<file path="src/hdl/mrv_pkg.sv">
// Shared types, constants and the CRC16 byte update for the request validator.
// Depends on nothing; every other file of the block imports it.
`default_nettype none

package mrv_pkg;

   // frame byte counter, saturating
   localparam int          LEN_W      = 9;
   localparam logic [8:0]  LEN_SAT    = 9'd511;
   localparam int          HDR_BYTES  = 7;

   // crc16, reflected polynomial
   localparam logic [15:0] CRC_INIT   = 16'hFFFF;
   localparam logic [15:0] CRC_POLY   = 16'hA001;

   // function codes
   localparam logic [7:0]  FN_READ_COILS  = 8'h01;
   localparam logic [7:0]  FN_READ_INPUTS = 8'h02;
   localparam logic [7:0]  FN_WRITE_COIL  = 8'h05;
   localparam logic [7:0]  FN_WRITE_COILS = 8'h0F;

   // request limits
   localparam logic [15:0] READ_QTY_MAX  = 16'd2000;
   localparam logic [15:0] WRITE_QTY_MAX = 16'd1968;
   localparam logic [15:0] COIL_ON_VALUE = 16'hFF00;
   localparam logic [15:0] COIL_OFF_VALUE = 16'h0000;
   localparam logic [LEN_W-1:0] LEN_MIN_FRAME = 9'd4;
   localparam logic [LEN_W-1:0] LEN_MIN_READ  = 9'd8;
   localparam logic [LEN_W-1:0] LEN_MIN_MULTI = 9'd9;

   // configuration register indexes
   localparam logic [1:0]  CSR_SLAVE_ADDRESS = 2'd0;

   typedef enum logic [1:0] {
      VERDICT_DROP      = 2'd0,
      VERDICT_REPLY     = 2'd1,
      VERDICT_SILENT    = 2'd2,
      VERDICT_EXCEPTION = 2'd3
   } verdict_type;

   typedef enum logic [1:0] {
      EXC_NONE             = 2'd0,
      EXC_ILLEGAL_FUNCTION = 2'd1,
      EXC_ILLEGAL_VALUE    = 2'd2
   } exception_type;

   // frame as captured on the word that ends it
   typedef struct packed {
      logic [LEN_W-1:0]                len;
      logic [HDR_BYTES-1:0][7:0]       hdr;
      logic [15:0]                     crc;
      logic [15:0]                     rx_crc;
   } snap_type;

   // decoded verdict word
   typedef struct packed {
      verdict_type   verdict;
      logic [7:0]    function_code;
      logic [15:0]   start_address;
      logic [15:0]   quantity;
      logic          coil_on;
      logic [7:0]    data_bytes;
      exception_type exception_code;
   } rsp_type;

   // one byte through the modbus crc16
   function automatic logic [15:0] crc_byte(input logic [15:0] crc_in,
                                            input logic [7:0]  data);
      logic [15:0] c;
      c = crc_in ^ {8'h00, data};
      for (int i = 0; i < 8; i++) begin
         c = c[0] ? ((c >> 1) ^ CRC_POLY) : (c >> 1);
      end
      return c;
   endfunction

endpackage

`default_nettype wire

</file>
<file path="src/hdl/modbus_rtu_request_validator_unit.sv">
// Top level of the Modbus RTU request validator: register port and the two
// pipeline stages. Uses mrv_pkg, mrv_frame_acc and mrv_check.
//
// Received request bytes come in one word per cycle on the req_ stream, with
// tlast marking the frame end. One verdict word leaves on the rsp_ stream for
// each frame once its last byte is taken: the crc byte update runs and the
// frame is captured into the snapshot register, then the frame checks and
// decode run into the result register. A byte is taken every cycle
// while results are drained; req_tready drops only when both the capture
// register and the result register hold words that cannot move on. A frame
// counts as dropped when shorter than four bytes, longer than
// MAX_FRAME_BYTES, with a bad crc, for another station, or as a broadcast
// read or a broadcast with an error. slave_address sits at byte address 0
// and resets to 1; change it only while no frame is in progress.
`default_nettype none

module modbus_rtu_request_validator_unit #(
   parameter int MAX_FRAME_BYTES = 256
) (
   input  wire logic        clock,
   input  wire logic        reset,
   // request byte stream
   input  wire logic        req_tvalid,
   output      logic        req_tready,
   input  wire logic [7:0]  req_tdata,   // [7:0] rx_byte
   input  wire logic        req_tlast,   // frame_end
   // verdict stream
   output      logic        rsp_tvalid,
   input  wire logic        rsp_tready,
   // [7:0] function_code, [23:8] start_address, [39:24] quantity, [40] coil_on,
   // [48:41] data_bytes, [50:49] exception_code, [55:51] zero
   output      logic [55:0] rsp_tdata,
   output      logic [1:0]  rsp_tuser,   // [1:0] verdict
   // register port
   input  wire logic        csr_psel,
   input  wire logic        csr_penable,
   input  wire logic        csr_pwrite,
   input  wire logic [1:0]  csr_paddr,
   input  wire logic [31:0] csr_pwdata,
   output      logic [31:0] csr_prdata,
   output      logic        csr_pready
);
   import mrv_pkg::*;

   logic [7:0] slave_address_ff;
   logic       csr_write;
   logic       snap_valid, snap_ready;
   snap_type   snap;
   rsp_type    rsp;

   // register port, single 8-bit register read back in a 32-bit word
   assign csr_pready = 1'b1;
   assign csr_write  = csr_psel && csr_penable && csr_pwrite && csr_pready;

   always_ff @(posedge clock) begin
      if (reset) begin
         slave_address_ff <= 8'd1;
      end else if (csr_write && ((csr_paddr >> 2) == CSR_SLAVE_ADDRESS)) begin
         slave_address_ff <= csr_pwdata[7:0];
      end
   end

   assign csr_prdata = ((csr_paddr >> 2) == CSR_SLAVE_ADDRESS) ?
                       {24'h000000, slave_address_ff} : 32'h00000000;

   // byte accumulation and frame capture
   mrv_frame_acc u_acc (
      .clock      (clock),
      .reset      (reset),
      .in_valid   (req_tvalid),
      .in_ready   (req_tready),
      .in_byte    (req_tdata),
      .in_last    (req_tlast),
      .snap_valid (snap_valid),
      .snap_ready (snap_ready),
      .snap       (snap)
   );

   // checks and decode
   mrv_check #(
      .MAX_FRAME_BYTES (MAX_FRAME_BYTES)
   ) u_check (
      .clock         (clock),
      .reset         (reset),
      .slave_address (slave_address_ff),
      .snap_valid    (snap_valid),
      .snap_ready    (snap_ready),
      .snap          (snap),
      .out_valid     (rsp_tvalid),
      .out_ready     (rsp_tready),
      .out_rsp       (rsp)
   );

   // result word packing
   assign rsp_tuser = rsp.verdict;
   assign rsp_tdata = {5'b00000, rsp.exception_code, rsp.data_bytes, rsp.coil_on,
                       rsp.quantity, rsp.start_address, rsp.function_code};

endmodule

`default_nettype wire

</file>
<file path="src/hdl/mrv_frame_acc.sv">
// Per-frame accumulator: running crc, byte count, header and tail bytes,
// and a snapshot register loaded on the frame-end word. Uses mrv_pkg.
`default_nettype none

module mrv_frame_acc (
   input  wire logic              clock,
   input  wire logic              reset,
   input  wire logic              in_valid,
   output      logic              in_ready,
   input  wire logic [7:0]        in_byte,
   input  wire logic              in_last,
   output      logic              snap_valid,
   input  wire logic              snap_ready,
   output      mrv_pkg::snap_type snap
);
   import mrv_pkg::*;

   logic [15:0]                crc_ff, crc_in;
   logic [LEN_W-1:0]           len_ff, len_in;
   logic [HDR_BYTES-1:0][7:0]  hdr_ff, hdr_in;
   logic [1:0][7:0]            tail_ff, tail_in;
   logic                       snap_valid_ff;
   snap_type                   snap_ff;
   logic                       accept;

   assign in_ready   = !snap_valid_ff || snap_ready;
   assign accept     = in_valid && in_ready;
   assign snap_valid = snap_valid_ff;
   assign snap       = snap_ff;

   // state after taking this byte; crc trails the input by two bytes
   always_comb begin
      crc_in = crc_ff;
      if (len_ff >= LEN_W'(2)) begin
         crc_in = crc_byte(crc_ff, tail_ff[0]);
      end
      tail_in[0] = tail_ff[1];
      tail_in[1] = in_byte;
      hdr_in = hdr_ff;
      if (len_ff < LEN_W'(HDR_BYTES)) begin
         hdr_in[len_ff[2:0]] = in_byte;
      end
      len_in = (len_ff < LEN_SAT) ? len_ff + LEN_W'(1) : len_ff;
   end

   // frame state, reloaded after each frame end
   always_ff @(posedge clock) begin
      if (reset) begin
         crc_ff  <= CRC_INIT;
         len_ff  <= '0;
         hdr_ff  <= '0;
         tail_ff <= '0;
      end else if (accept) begin
         if (in_last) begin
            crc_ff  <= CRC_INIT;
            len_ff  <= '0;
            hdr_ff  <= '0;
            tail_ff <= '0;
         end else begin
            crc_ff  <= crc_in;
            len_ff  <= len_in;
            hdr_ff  <= hdr_in;
            tail_ff <= tail_in;
         end
      end
   end

   // snapshot of a finished frame
   always_ff @(posedge clock) begin
      if (reset) begin
         snap_valid_ff <= 1'b0;
      end else if (accept && in_last) begin
         snap_valid_ff <= 1'b1;
      end else if (snap_ready) begin
         snap_valid_ff <= 1'b0;
      end
   end

   always_ff @(posedge clock) begin
      if (accept && in_last) begin
         snap_ff.len    <= len_in;
         snap_ff.hdr    <= hdr_in;
         snap_ff.crc    <= crc_in;
         snap_ff.rx_crc <= {tail_in[1], tail_in[0]};
      end
   end

endmodule

`default_nettype wire

</file>
<file path="src/hdl/mrv_check.sv">
// Frame checks and request decode from a captured frame, into the result
// register with its handshake. Uses mrv_pkg.
`default_nettype none

module mrv_check #(
   parameter int MAX_FRAME_BYTES = 256
) (
   input  wire logic              clock,
   input  wire logic              reset,
   input  wire logic [7:0]        slave_address,
   input  wire logic              snap_valid,
   output      logic              snap_ready,
   input  wire mrv_pkg::snap_type snap,
   output      logic              out_valid,
   input  wire logic              out_ready,
   output      mrv_pkg::rsp_type  out_rsp
);
   import mrv_pkg::*;

   localparam logic [LEN_W-1:0] LEN_MAX = LEN_W'(MAX_FRAME_BYTES);

   logic          out_valid_ff;
   rsp_type       rsp_ff, rsp_in;
   logic [7:0]    addr, fc, bc;
   logic [15:0]   sa, q;
   logic [16:0]   q_plus;
   logic [13:0]   q_bytes;
   logic [9:0]    bc_lim;
   logic          bcast, drop, is_read;
   exception_type exc;
   verdict_type   verdict;
   logic          coil_on;
   logic [7:0]    data_bytes;

   assign snap_ready = !out_valid_ff || out_ready;
   assign out_valid  = out_valid_ff;
   assign out_rsp    = rsp_ff;

   // header fields
   assign addr    = snap.hdr[0];
   assign fc      = snap.hdr[1];
   assign sa      = {snap.hdr[2], snap.hdr[3]};
   assign q       = {snap.hdr[4], snap.hdr[5]};
   assign bc      = snap.hdr[6];
   assign bcast   = (addr == 8'h00);
   assign q_plus  = {1'b0, q} + 17'd7;
   assign q_bytes = q_plus[16:3];
   assign bc_lim  = 10'd9 + {2'b00, bc};
   assign is_read = (fc == FN_READ_COILS) || (fc == FN_READ_INPUTS);

   // per-function checks
   always_comb begin
      drop       = (snap.len < LEN_MIN_FRAME) || (snap.len > LEN_MAX) ||
                   (snap.crc != snap.rx_crc) ||
                   (!bcast && (addr != slave_address));
      exc        = EXC_NONE;
      coil_on    = 1'b0;
      data_bytes = 8'h00;
      unique case (fc)
         FN_READ_COILS, FN_READ_INPUTS: begin
            if (bcast) begin
               drop = 1'b1;
            end else if ((snap.len < LEN_MIN_READ) || (q == 16'h0000) ||
                         (q > READ_QTY_MAX)) begin
               exc = EXC_ILLEGAL_VALUE;
            end else begin
               data_bytes = q_bytes[7:0];
            end
         end
         FN_WRITE_COIL: begin
            if ((snap.len < LEN_MIN_READ) ||
                ((q != COIL_OFF_VALUE) && (q != COIL_ON_VALUE))) begin
               exc = EXC_ILLEGAL_VALUE;
            end
            coil_on = (q == COIL_ON_VALUE);
         end
         FN_WRITE_COILS: begin
            data_bytes = bc;
            if ((snap.len < LEN_MIN_MULTI) || (q == 16'h0000) ||
                (q > WRITE_QTY_MAX) || ({6'd0, bc} != q_bytes) ||
                ({1'b0, snap.len} < bc_lim)) begin
               exc = EXC_ILLEGAL_VALUE;
            end
         end
         default: begin
            exc = EXC_ILLEGAL_FUNCTION;
         end
      endcase
   end

   // verdict and final field masking
   always_comb begin
      priority if (drop || (bcast && (exc != EXC_NONE))) begin
         verdict = VERDICT_DROP;
      end else if (bcast) begin
         verdict = VERDICT_SILENT;
      end else if (exc != EXC_NONE) begin
         verdict = VERDICT_EXCEPTION;
      end else begin
         verdict = VERDICT_REPLY;
      end
      rsp_in.verdict        = verdict;
      rsp_in.function_code  = fc;
      rsp_in.start_address  = sa;
      rsp_in.quantity       = q;
      rsp_in.coil_on        = coil_on;
      rsp_in.data_bytes     = (is_read && (verdict != VERDICT_REPLY)) ? 8'h00 : data_bytes;
      rsp_in.exception_code = (verdict == VERDICT_EXCEPTION) ? exc : EXC_NONE;
   end

   // result register
   always_ff @(posedge clock) begin
      if (reset) begin
         out_valid_ff <= 1'b0;
      end else if (snap_ready) begin
         out_valid_ff <= snap_valid;
      end
   end

   always_ff @(posedge clock) begin
      if (snap_ready && snap_valid) begin
         rsp_ff <= rsp_in;
      end
   end

endmodule

`default_nettype wire
</file>
<file path="config.mk">
export PLATFORM = sky130hd
export DESIGN_NAME = modbus_rtu_request_validator_unit
export DESIGN_NICKNAME = d
export VERILOG_FILES = /design/src/hdl/mrv_pkg.sv /design/src/hdl/modbus_rtu_request_validator_unit.sv /design/src/hdl/mrv_frame_acc.sv /design/src/hdl/mrv_check.sv
export SDC_FILE = /design/constraint.sdc
export NUM_CORES = 1
export LEC_CHECK = 0
export ABC_AREA = 1
export BUFFER_PORTS_ARGS = -buffer_cell sky130_fd_sc_hd__buf_4
export CORE_ASPECT_RATIO = 1.25
export CORE_MARGIN = 5
export CORE_UTILIZATION = 54
export CTS_BUF_LIST = sky130_fd_sc_hd__clkbuf_8
export DETAILED_ROUTE_END_ITERATION = 8
export GPL_ROUTABILITY_DRIVEN = 1
export PLACE_DENSITY = 0.78
export SETUP_SLACK_MARGIN = 0.5
export SLEW_MARGIN = 20
export SYNTH_ARGS = -nofsm -noshare
export SYNTH_HDL_FRONTEND = slang
export SYNTH_SLANG_ARGS = --single-unit
</file>
<file path="constraint.sdc">
create_clock -name clock -period 6.6 [get_ports clock]
set_clock_uncertainty 0.15 [all_clocks]
set_input_delay 0.99 -clock clock [delete_from_list [all_inputs] [get_ports clock]]
set_output_delay 0.99 -clock clock [all_outputs]
set_load 0.05 [all_outputs]
</file>
==> impl_results.md, run 1 <==
- Fmax: 0.345 GHz
- CTS sink cnt: 257
- Post-synth top area share: 39.2%
- Leakage: 0.00505 µW
- RePlAce Congestion: 0.959
- GRT met1 Usage: 22.8%
- Compound-cell area share of the yosys netlist: 9.99%
- Iter 0 DRT Violations: 617
- Chip width: 140 µm
- Setup TNS: 0 ns
- Peak VDD IR: 0.228 mV
- Internal power: 2450 µW
- Core Area: 20900 µm²
- Layer with the highest usage: met2
- CP delay by family, top: simple AND/OR/NAND/NOR gates
- Synth area leaders: edfxtp_1, dfxtp_1, nand2_1, a21oi_1, xor2_1
- Seq pwr share: 53.9%
- # DRC: 0
- Hold-fix buffer count after cts: 0
- Seq/Total Area, Yosys: 57.9%
- Reg-to-Reg End: u_acc.snap[16]
- Switching share of power: 25.8%
- Worst Max-Slew Pin Slew: 1.01 ns
- IO buf count: 86
- Initial Utilization: 55.0%
- Post-route clock period utilization: 43.9%
- Nets: 1385
- Post-Syn Instances: 1233
- Area of placed instances: 12300 µm²
- Clock share of power: 37.1%
- Final setup violation count: 0
- Synth Flop Type: edfxtp_1
- Cell area after synthesis: 11500 µm²
- Total design power: 3300 µW
- Fin cells: 1629
- Yosys warning count: 0
- Period minus WS final: 2.90 ns
- Worst Setup Start Kind: input port
- Row count: 59
- Register bit total from synthesis: 257
- Worst r2r path cells: 9
- Worst-Skew Late Latency: 0.53 ns
- Worst Path Required: 6.88 ns
- Critical Path AT: 3.18 ns
- WL/cell: 15.1 µm
- CP cell instances: buf_4 > inv_1 > nand3_1 > nand2_4 > nor2_4 > buf_4 > nand2_1 > a21oi_1
- Post-cts repair resize count: 0
- Max Slew Vio Count: 0
- GR Layer Usage met3: 3.26%
- Hold path start: u_acc.snap[61]
- Pre-Repair DR Iteration Count: 5
- CP max stage cell: nor2_4
- Hold Crit Class: flip-flop to flip-flop
- Share of layout cells above drive strength 1: 14.4%
- Vias in the first global route: 8052
- Sum of buffers and inverters on the critical path: 3
- XOR/XNOR share of the synthesized area: 4.04%
- FFs w/ async S/R, synth: 0%
- Unrepaired setup endpoints after global routing: no
- Most frequent cell after synthesis: nand2_1
- Max cap viols: 0
- Placed insts: 1556
- Synth cell types: 43
- Vias per cell: 5.23
- GR Util met2: 35.5%
- Worst Path Max Fanout: 49
- First-pass GRT wire length: 39.2 mm
- IO Pins: 143
- Slew headroom: 32.7%
- Post-CTS Setup Bufs: 0
- Hold path depth: 0
- Reg2reg setup slack: 3.80 ns
- Status: finished clean
- Initial antenna violation count: 0
- P&R area growth vs syn: 13.2%
- Design area: 13000 µm²
- H-tree depth: 2
- Cts bufs inserted: 40
- Largest net degree at the start of global routing: 90
- Simple-gate portion of the synthesized area: 20.5%
- Most used cell, CP: buf_4
- CTS tree: done
- Slowest stage delay, CP: 0.72 ns
- Die Y: 173 µm
- Die ar.: 24300 µm²
- Commonest cells post-synth: nand2_1, edfxtp_1, a21oi_1, dfxtp_1, nor2_1
- Mux cell area share after synthesis: 0%
- Final HPWL DP: 16.8 mm
- Pwr dens: 254 nW/µm²
- Mean Syn Cell Area: 9.32 µm²
- Type of the worst setup path: input port to flip-flop
- Worst Setup End Kind: flip-flop
- Grt ovf: 0
- Post-synth EDFFs: 150
- Hold slack: 0.271 ns
- Drt total wl: 24.6 mm
- Post-route ant nets: 0
- Hold endpoint: u_check.out_rsp[32]
- Main combinational cell family by area after synthesis: simple AND/OR/NAND/NOR gates
- CTS max path bufs: 3
- Root Driver: clkbuf_8
- All-Layer GR Usage: 19.6%
- Hold Vio Cnt, Final: 0
- ANT cells: 0
- Worst-path clk slew: 0.07 ns
- Switch Pwr: 851 µW
- Comb pwr share: 9.1%
- Via count: 8518
- Synth Area in Adders: 1.20%
- Worst r2r src: u_acc.len_ff[5]
- Synth area leader: edfxtp_1
-- per-stage QoR --
stage	setup WS (ns)	utilization, %
global placement	3.22	58.7
global route	3.48	62.2
floorplan	1.38	-
detailed placement	3.19	58.7
finish	3.70	62.2
CTS	3.70	62.2
-- power by group through the flow --
stage / Combinational (µW) / Sequential, µW / Clock, µW
floorplan: 200 / 1850 / 0
global placement: 295 / 1810 / 0
detailed placement: 300 / 1810 / 0
CTS: 301 / 1780 / 1250
global route: 326 / 1780 / 1320
finish: 300 / 1780 / 1220
-- routing by layer --
layer / vias to the layer above / part of all wire, %
met2: 264 / 51
met4: 0 / 3.6
met5: - / 0
met3: 66 / 6.0
li1: 4231 / -
met1: 3957 / 39
-- flip-flops by register name (all words and copies together) (netlist names) --
register           cells
u_acc.snap            97
u_acc.hdr_ff          56
u_check.out_rsp       53
u_acc.crc_ff          16
u_acc.tail_ff         16
u_acc.len_ff           9
slave_address_ff       8
u_acc.snap_valid       1
u_check.out_valid      1
-- logic make-up (layout without fill, tap and decap cells) --
logic type / Yosys count / after routing
AOI/OAI and AO/OA: 220 / 220
xor gates and xnor gates: 53 / 53
adders and majority gates: 11 / 11
buffers and inverters: 160 / 254
DFF: 257 / 257
other: 2 / 30
and+or+nand+nor: 530 / 530
-- worst max path at each step --
stage / startpoint / end / slack [ns] / cells past startpoint
5_1_grt: rsp_tready / u_acc.hdr_ff[4] / 3.48 / 8
2_1_floorplan: rsp_tready / u_acc.crc_ff[11] / 1.38 / 9
6_report: rsp_tready / u_acc.hdr_ff[4] / 3.70 / 8
4_1_cts: rsp_tready / u_acc.hdr_ff[4] / 3.70 / 8
3_3_place_gp: rsp_tready / u_acc.tail_ff[7] / 3.22 / 8
3_5_place_dp: rsp_tready / u_acc.hdr_ff[10] / 3.19 / 8
-- placed cells by master, fill, tap and decap left out, types with 3 or more instances in the layout --
cell | netlist | routed
xnor2_1 | 13 | 13
nor2_2 | 4 | 4
conb_1 | 2 | 30
nand2_2 | 6 | 6
o21ai_1 | 13 | 13
nand4_1 | 9 | 9
nor4_1 | 4 | 4
a31oi_1 | 5 | 5
nand3_1 | 42 | 42
o21ai_0 | 42 | 42
nor2_4 | 5 | 7
nor3_1 | 7 | 7
inv_1 | 86 | 101
ha_1 | 11 | 11
nand2_1 | 333 | 332
a22oi_1 | 3 | 3
o211ai_1 | 5 | 5
clkinv_2 | 0 | 4
dfxtp_1 | 107 | 107
clkbuf_8 | 0 | 45
inv_2 | 3 | 3
nand2_4 | 4 | 5
edfxtp_1 | 150 | 150
xor2_1 | 40 | 40
nor2_1 | 89 | 87
a21oi_1 | 146 | 145
nand3_2 | 5 | 5
a21oi_2 | 4 | 4
clkinv_1 | 0 | 7
buf_4 | 32 | 92
or2_2 | 9 | 9
-- area by class of cell --
type | instances | area, µm²
Clock buffer | 45 | 619
Sequential cell | 257 | 6650
Timing Repair Buffer | 92 | 691
Tap cell | 274 | 343
Clock inverter | 28 | 121
Multi-Input combinational cell | 844 | 4250
Inverter | 89 | 334
Fill cell | 1687 | 7890
No activity file was read; power rests on OpenSTA's default activity.
==> run 2: changes to the inputs <==
--- a/config.mk
+++ b/config.mk
@@ -9,11 +9,11 @@
 export BUFFER_PORTS_ARGS = -buffer_cell sky130_fd_sc_hd__buf_4
 export CORE_ASPECT_RATIO = 1.25
 export CORE_MARGIN = 5
-export CORE_UTILIZATION = 54
+export CORE_UTILIZATION = 60
 export CTS_BUF_LIST = sky130_fd_sc_hd__clkbuf_8
 export DETAILED_ROUTE_END_ITERATION = 8
 export GPL_ROUTABILITY_DRIVEN = 1
-export PLACE_DENSITY = 0.78
+export PLACE_DENSITY = 0.82
 export SETUP_SLACK_MARGIN = 0.5
 export SLEW_MARGIN = 20
 export SYNTH_ARGS = -nofsm -noshare
==> constraint.sdc (replaced) <==
create_clock -name clock -period 2.9 [get_ports clock]
set_clock_uncertainty 0.15 [all_clocks]
set_input_delay 0.435 -clock clock [delete_from_list [all_inputs] [get_ports clock]]
set_output_delay 0.435 -clock clock [all_outputs]
set_load 0.05 [all_outputs]
==> run 2 against run 1 <==
Net effect: combinational power is 150% higher; routed wire length is 7.7% higher; critical path depth is 5 higher; final cell count is 0.31% lower; clock power is 120% higher; register-to-register slack worse by 3.4 ns; worst hold slack worse by 0.25 ns; non-clock buffer count is 38 higher; sequential share of layout area is 1.8 points lower; core utilization is 9.5 points higher.
==> impl_results.md, run 2 (same netlist as run 1, synthesis figures left out) <==
- Post-route ant nets: 0
- Share of layout cells above drive strength 1: 17.9%
- Initial Utilization: 61.2%
- Pwr dens: 559 nW/µm²
- Worst-Skew Late Latency: 0.53 ns
- Reg2reg setup slack: 0.45 ns
- Most common cell after layout, fill and taps aside: nand2_1
- Peak VDD IR: 0.438 mV
- Final core occ: 71.7%
- Worst Max-Slew Pin Slew: 0.737 ns
- Total design power: 7540 µW
- CTS sink cnt: 257
- GR Util met2: 43.2%
- Final HPWL DP: 17.3 mm
- Root Driver: clkbuf_8
- Flip-flop count of the largest register after layout: 97
- Placed insts: 1519
- IO Pins: 143
- Iter 0 DRT Violations: 669
- CTS max path bufs: 3
- Hold path depth: 3
- Largest net degree at the start of global routing: 90
- Hold Vio Cnt, Final: 0
- Worst Path Required: 3.12 ns
- Slew headroom: 50.9%
- Vias per cell: 5.45
- Worst r2r path cells: 13
- Pre-Repair DR Iteration Count: 6
- # DRC: 0
- Fill count: 1352
- CTS tree: done
- P&R area growth vs syn: 17.3%
- Critical Path AT: 2.68 ns
- Post-route clock period utilization: 84.6%
- IO buf count: 86
- Worst Setup Start Kind: flip-flop
- Pre-CTS setup slack: 0.364 ns
- H-tree depth: 2
- Nets: 1422
- Core Area: 18800 µm²
- First-pass GRT wire length: 41.8 mm
- Fin cells: 1624
- Worst Setup End Kind: flip-flop
- Via count: 8856
- Drt total wl: 26.5 mm
- Die ar.: 22000 µm²
- GRT met1 Usage: 27.6%
- Period minus WS final: 2.45 ns
- Row count: 56
- Design area: 13500 µm²
- Post-route setup slack: 0.447 ns
- Worst-path clk slew: 0.06 ns
- Commonest cells after routing, fill and taps aside: nand2_1, edfxtp_1, a21oi_1
- Reg-to-Reg End: u_check.out_rsp[6]
- Hold path start: csr_pwdata[5]
- Vias in the first global route: 8367
- Fmax: 0.408 GHz
- Final setup violation count: 0
- Worst r2r src: u_acc.snap[80]
- Grt ovf: 0
- Initial antenna violation count: 1
- Area of placed instances: 12300 µm²
- Unrepaired setup endpoints after global routing: yes
- Leakage: 0.00526 µW
- Max Slew Vio Count: 0
- Type of the worst setup path: flip-flop to flip-flop
- All-Layer GR Usage: 23.7%
- Hold Crit Class: input port to flip-flop
- Die Y: 165 µm
- Layer with the highest usage: met2
- Hold endpoint: slave_address_ff[5]
- Worst Path Max Fanout: 8
- Max cap viols: 0
- RePlAce Congestion: 0.878
- Cts bufs inserted: 39
- Status: finished clean
- GR Layer Usage met3: 4.17%
- WL/cell: 16.3 µm
- Chip width: 134 µm
run 2: changes by cell type in the layout (fill, tap and decap cells not counted), moves of 7 or more:
cell / previous run / this run
a21oi_1: 145 / 137
dlygate4sd3_1: 0 / 14
a21oi_2: 4 / 12
nand3_1: 42 / 35
buf_4: 92 / 110
run 2: metal layers:
metal	wire (µm)	vias up
met5	0	-
met4	824	0
met3	1370	60
met2	14200	274
met1	10200	4208
li1	-	4314
run 2: how the worst max path moves through the flow:
| stage | start | endpoint |
|---|---|---|
| 3_3_place_gp | u_acc.snap[80] | u_check.out_rsp[52] |
| 6_report | u_acc.snap[80] | u_check.out_rsp[6] |
| 5_1_grt | u_acc.snap[80] | u_check.out_rsp[52] |
| 4_1_cts | u_acc.snap[80] | u_check.out_rsp[8] |
| 2_1_floorplan | rsp_tready | u_acc.crc_ff[3] |
| 3_5_place_dp | u_acc.snap[80] | u_check.out_rsp[8] |
run 2: worst max-delay path: stages (launching register included):
cell,delay (ns)
edfxtp_1,0.45
ha_2,0.23
nand2_2,0.07
nand2_2,0.06
xor2_1,0.15
ha_1,0.28
nand2_1,0.06
o21ai_1,0.15
nand3_1,0.10
nand3_2,0.09
nand3_2,0.08
nand2_4,0.10
nand4_4,0.17
a21oi_1,0.17
run 2: power by group:
part	switching, µW	internal, µW	leakage [µW]	total (µW)
registers	70.3	3980	0.00226	4050
logic	531	209	0.00257	740
clock network	1350	1400	0.000430	2740
run 2: per-stage QoR:
stage	hold WS [ns]	TNS (ns)
after global placement	0.252	0
after detailed placement	0.256	0
after floorplan	0.250	-2.13
after CTS	0.00137	0
after global routing	0.0419	0
final	0.0243	0
run 2: timing repair:
item	4_1_cts	5_1_grt
setup endpoints to repair	14	33
endpoints found under the hold margin	14	0
hold buffers	14	0
pin swaps	9	22
setup buffers	7	12
resized for setup	21	12
run 2: cell type report:
type / instances / area [µm²] / share of cell area, %
Timing Repair Buffer: 130 / 1090 / 8.06
Multi-Input combinational cell: 844 / 4390 / 32.6
Tap cell: 232 / 290 / 2.15
Clock inverter: 27 / 116 / 0.864
Antenna cell: 1 / 2.50 / 0.0186
Sequential cell: 257 / 6650 / 49.3
Inverter: 89 / 334 / 2.48
Clock buffer: 44 / 606 / 4.49
==> run 3: changes to the inputs <==
--- a/config.mk
+++ b/config.mk
@@ -5,15 +5,15 @@
 export SDC_FILE = /design/constraint.sdc
 export NUM_CORES = 1
 export LEC_CHECK = 0
-export ABC_AREA = 1
+export ABC_AREA = 0
 export BUFFER_PORTS_ARGS = -buffer_cell sky130_fd_sc_hd__buf_4
 export CORE_ASPECT_RATIO = 1.25
 export CORE_MARGIN = 5
-export CORE_UTILIZATION = 60
+export CORE_UTILIZATION = 54
 export CTS_BUF_LIST = sky130_fd_sc_hd__clkbuf_8
 export DETAILED_ROUTE_END_ITERATION = 8
 export GPL_ROUTABILITY_DRIVEN = 1
-export PLACE_DENSITY = 0.82
+export PLACE_DENSITY = 0.78
 export SETUP_SLACK_MARGIN = 0.5
 export SLEW_MARGIN = 20
 export SYNTH_ARGS = -nofsm -noshare
==> constraint.sdc (replaced) <==
create_clock -name clock -period 2 [get_ports clock]
set_clock_uncertainty 0.15 [all_clocks]
set_input_delay 0.3 -clock clock [delete_from_list [all_inputs] [get_ports clock]]
set_output_delay 0.3 -clock clock [all_outputs]
set_load 0.05 [all_outputs]
==> run 3 against run 2 <==
Net effect: the flow now finishes with violations (negative setup slack); worst setup slack got worse by 1.5 ns; core utilization increased by 13 points; register-to-register slack got worse by 1.5 ns; first-iteration DRC count increased by 130%; power increased by 64%; die area increased by 9.0%; non-clock buffer count increased by 233; sequential cell count unchanged; critical path depth decreased by 2; routed wire length increased by 82%; final cell count increased by 0.31%; critical path type unchanged; highest routed layer unchanged.
==> impl_results.md, run 3 <==
- WL/cell: 29.7 µm
- Chip width: 140 µm
- H-tree depth: 2
- FFs w/ async S/R, synth: 0%
- Core Area: 20700 µm²
- Yosys warning count: 0
- Hold Vio Cnt, Final: 0
- Most frequent cell after synthesis: edfxtp_1
- Total design power: 12300 µW
- CTS max path bufs: 3
- Hold path start: req_tlast
- Drt total wl: 48.4 mm
- Slowest stage delay, CP: 0.47 ns
- Worst r2r src: u_acc.snap[80]
- Commonest cells post-synth: edfxtp_1, nor2_1, dfxtp_1, nand2_1
- Post-Syn Instances: 977
- Synth area leaders: edfxtp_1, dfxtp_1, mux2_2, a22oi_1, nor2_1
- Worst Max-Slew Pin Slew: 0.611 ns
- Iter 0 DRT Violations: 1556
- Slew headroom: 59.3%
- Via count: 10800
- Nets: 1386
- Worst Setup End Kind: flip-flop
- Post-route clock period utilization: 153%
- Vias per cell: 6.65
- Max Slew Vio Count: 0
- Worst Path Required: 2.25 ns
- Synth Flop Type: edfxtp_1
- Fmax: 0.327 GHz
- Hold slack: 0.0907 ns
- Violated checks: negative setup slack
- Commonest cells after routing, fill and taps aside: buf_4, edfxtp_1, buf_6
- Post-route ant nets: 0
- Worst-Skew Late Latency: 0.57 ns
- Initial Utilization: 54.6%
- Area of placed instances: 13600 µm²
- Post-route setup slack: -1.06 ns
- Synth cell types: 61
- Row count: 59
- # DRC: 0
- Reg-to-Reg End: u_check.out_rsp[52]
- Root Driver: clkbuf_8
- Hold path depth: 3
- Post-synth EDFFs: 150
- Critical Path AT: 3.30 ns
- GRT met1 Usage: 35.6%
- Pwr dens: 701 nW/µm²
- Peak VDD IR: 0.603 mV
- CP max stage cell: edfxtp_1
- Period minus WS final: 3.06 ns
- Max cap viols: 0
- Share of layout cells above drive strength 1: 50.8%
- Design area: 17600 µm²
- Synth area leader: edfxtp_1
- P&R area growth vs syn: 55.0%
- Seq/Total Area, Yosys: 58.6%
- Worst r2r path cells: 11
- Grt ovf: 0
- All-Layer GR Usage: 31.5%
- Worst-path clk slew: 0.07 ns
- Worst Setup Start Kind: flip-flop
- Flip-flop count of the largest register after layout: 97
- Reg2reg setup slack: -1.06 ns
- Vias in the first global route: 9851
- Leakage: 0.00689 µW
- Pre-Repair DR Iteration Count: 6
- Hold endpoint: u_acc.tail_ff[1]
- Most common cell after layout, fill and taps aside: buf_4
- Die ar.: 24000 µm²
- Cts bufs inserted: 39
- CP cell instances: ha_2 > a21oi_4 > xor2_2 > ha_1 > nand4_1 > a21oi_2 > o2111ai_2 > a211oi_2 > nand3_1 > a211o_1 > a21oi_1
- IO buf count: 86
- IO Pins: 143
- Initial antenna violation count: 0
- Final HPWL DP: 18.1 mm
- Die Y: 172 µm
- CTS sink cnt: 257
- Layer with the highest usage: met2
- CTS tree: done
- GR Layer Usage met3: 5.62%
- First-pass GRT wire length: 58.5 mm
- Type of the worst setup path: flip-flop to flip-flop
- Status: complete, but fails checks
- Final setup violation count: 168
- RePlAce Congestion: 0.917
- Unrepaired setup endpoints after global routing: yes
- GR Util met2: 55.8%
- Mean Syn Cell Area: 11.6 µm²
- Placed insts: 1435
- Worst Path Max Fanout: 3
- Hold Crit Class: input port to flip-flop
- Cell area after synthesis: 11300 µm²
- Fin cells: 1629
- Largest net degree at the start of global routing: 46
- Register bit total from synthesis: 257
- Post-synth top area share: 39.7%
- ANT cells: 0
==> run 3: cell types whose count changed in the layout (fill, tap and decap cells not counted), moves of 50 or more <==
cell and change:
nand2_1 -266, a21oi_1 -116, mux2_4 +50, a22oi_2 +60, buf_4 +62, buf_6 +104
inv_1 -76
==> run 3: worst max-delay path: cells and delay by family, from the launching register on <==
family	cells	cell delay (ns)
XOR/XNOR	1	0.09
AND/OR/NAND/NOR	2	0.35
AO/OA/AOI/OAI	6	1.22
flip-flops	1	0.47
adder cells (fa/ha/maj)	2	0.63
==> run 3: how the worst max path moves through the flow <==
stage,cells after the start,endpoint,from,slack (ns)
6_report,11,u_check.out_rsp[52],u_acc.snap[80],-1.06
5_1_grt,11,u_check.out_rsp[52],u_acc.snap[80],-1.09
4_1_cts,11,u_check.out_rsp[52],u_acc.snap[81],-0.66
3_5_place_dp,11,u_check.out_rsp[52],u_acc.snap[80],-0.72
3_3_place_gp,11,u_check.out_rsp[52],u_acc.snap[80],-0.67
2_1_floorplan,9,u_acc.crc_ff[10],u_check.out_valid,-1.52
==> run 3: cell type report <==
cell class,instances,area [µm²]
repair buffers,363,4130
multi-input cells,657,5630
clock inverters,23,90.1
well taps,274,343
inverters,7,30.0
clock buffers,48,661
fillers,813,3170
flip-flops and latches,257,6690
==> run 3: power breakdown <==
part	leakage, µW	internal, µW	switching, µW
clock network	0.000448	2170	2290
logic	0.00417	879	1110
registers	0.00227	5740	134
total	0.00689	8790	3530
==> run 3: through the flow <==
stage                     util [%]  setup slack, ns  TNS (ns)
after floorplan                  -            -1.52   -166.55
after global placement        65.5           -0.675     -8.49
after detailed placement      65.5           -0.718     -9.55
after CTS                     78.3           -0.662     -9.05
after global routing          84.7            -1.09    -42.50
final                         84.7            -1.06    -36.45
==> run 3: cell families after synthesis <==
| logic type | after synthesis | share of synthesized area [%] |
|---|---|---|
| multiplexers | 66 | 6.53 |
| XOR/XNOR | 70 | 5.53 |
| AND/OR/NAND/NOR | 321 | 13.8 |
| adder cells (fa/ha/maj) | 11 | 1.21 |
| buffers and inverters | 91 | 4.71 |
| other | 2 | 0.0662 |
| AO/OA/AOI/OAI | 159 | 9.54 |
| flip-flops | 257 | 58.6 |
==> run 3: what timing repair did <==
action / CTS / global route
pin swaps: 44 / 66
resized for setup: 216 / 198
gates cloned: 18 / 11
hold buffers: 17 / 0
setup endpoints to repair: 395 / 405
hold endpoints to repair: 21 / 0
buffers inserted: 40 / 37
==> run 3: layer usage <==
| layer | vias up | routed length (µm) |
|---|---|---|
| li1 | 4204 | - |
| met1 | 5146 | 15700 |
| met2 | 1102 | 22600 |
| met3 | 388 | 5340 |
| met4 | 0 | 4810 |
| met5 | - | 0 |
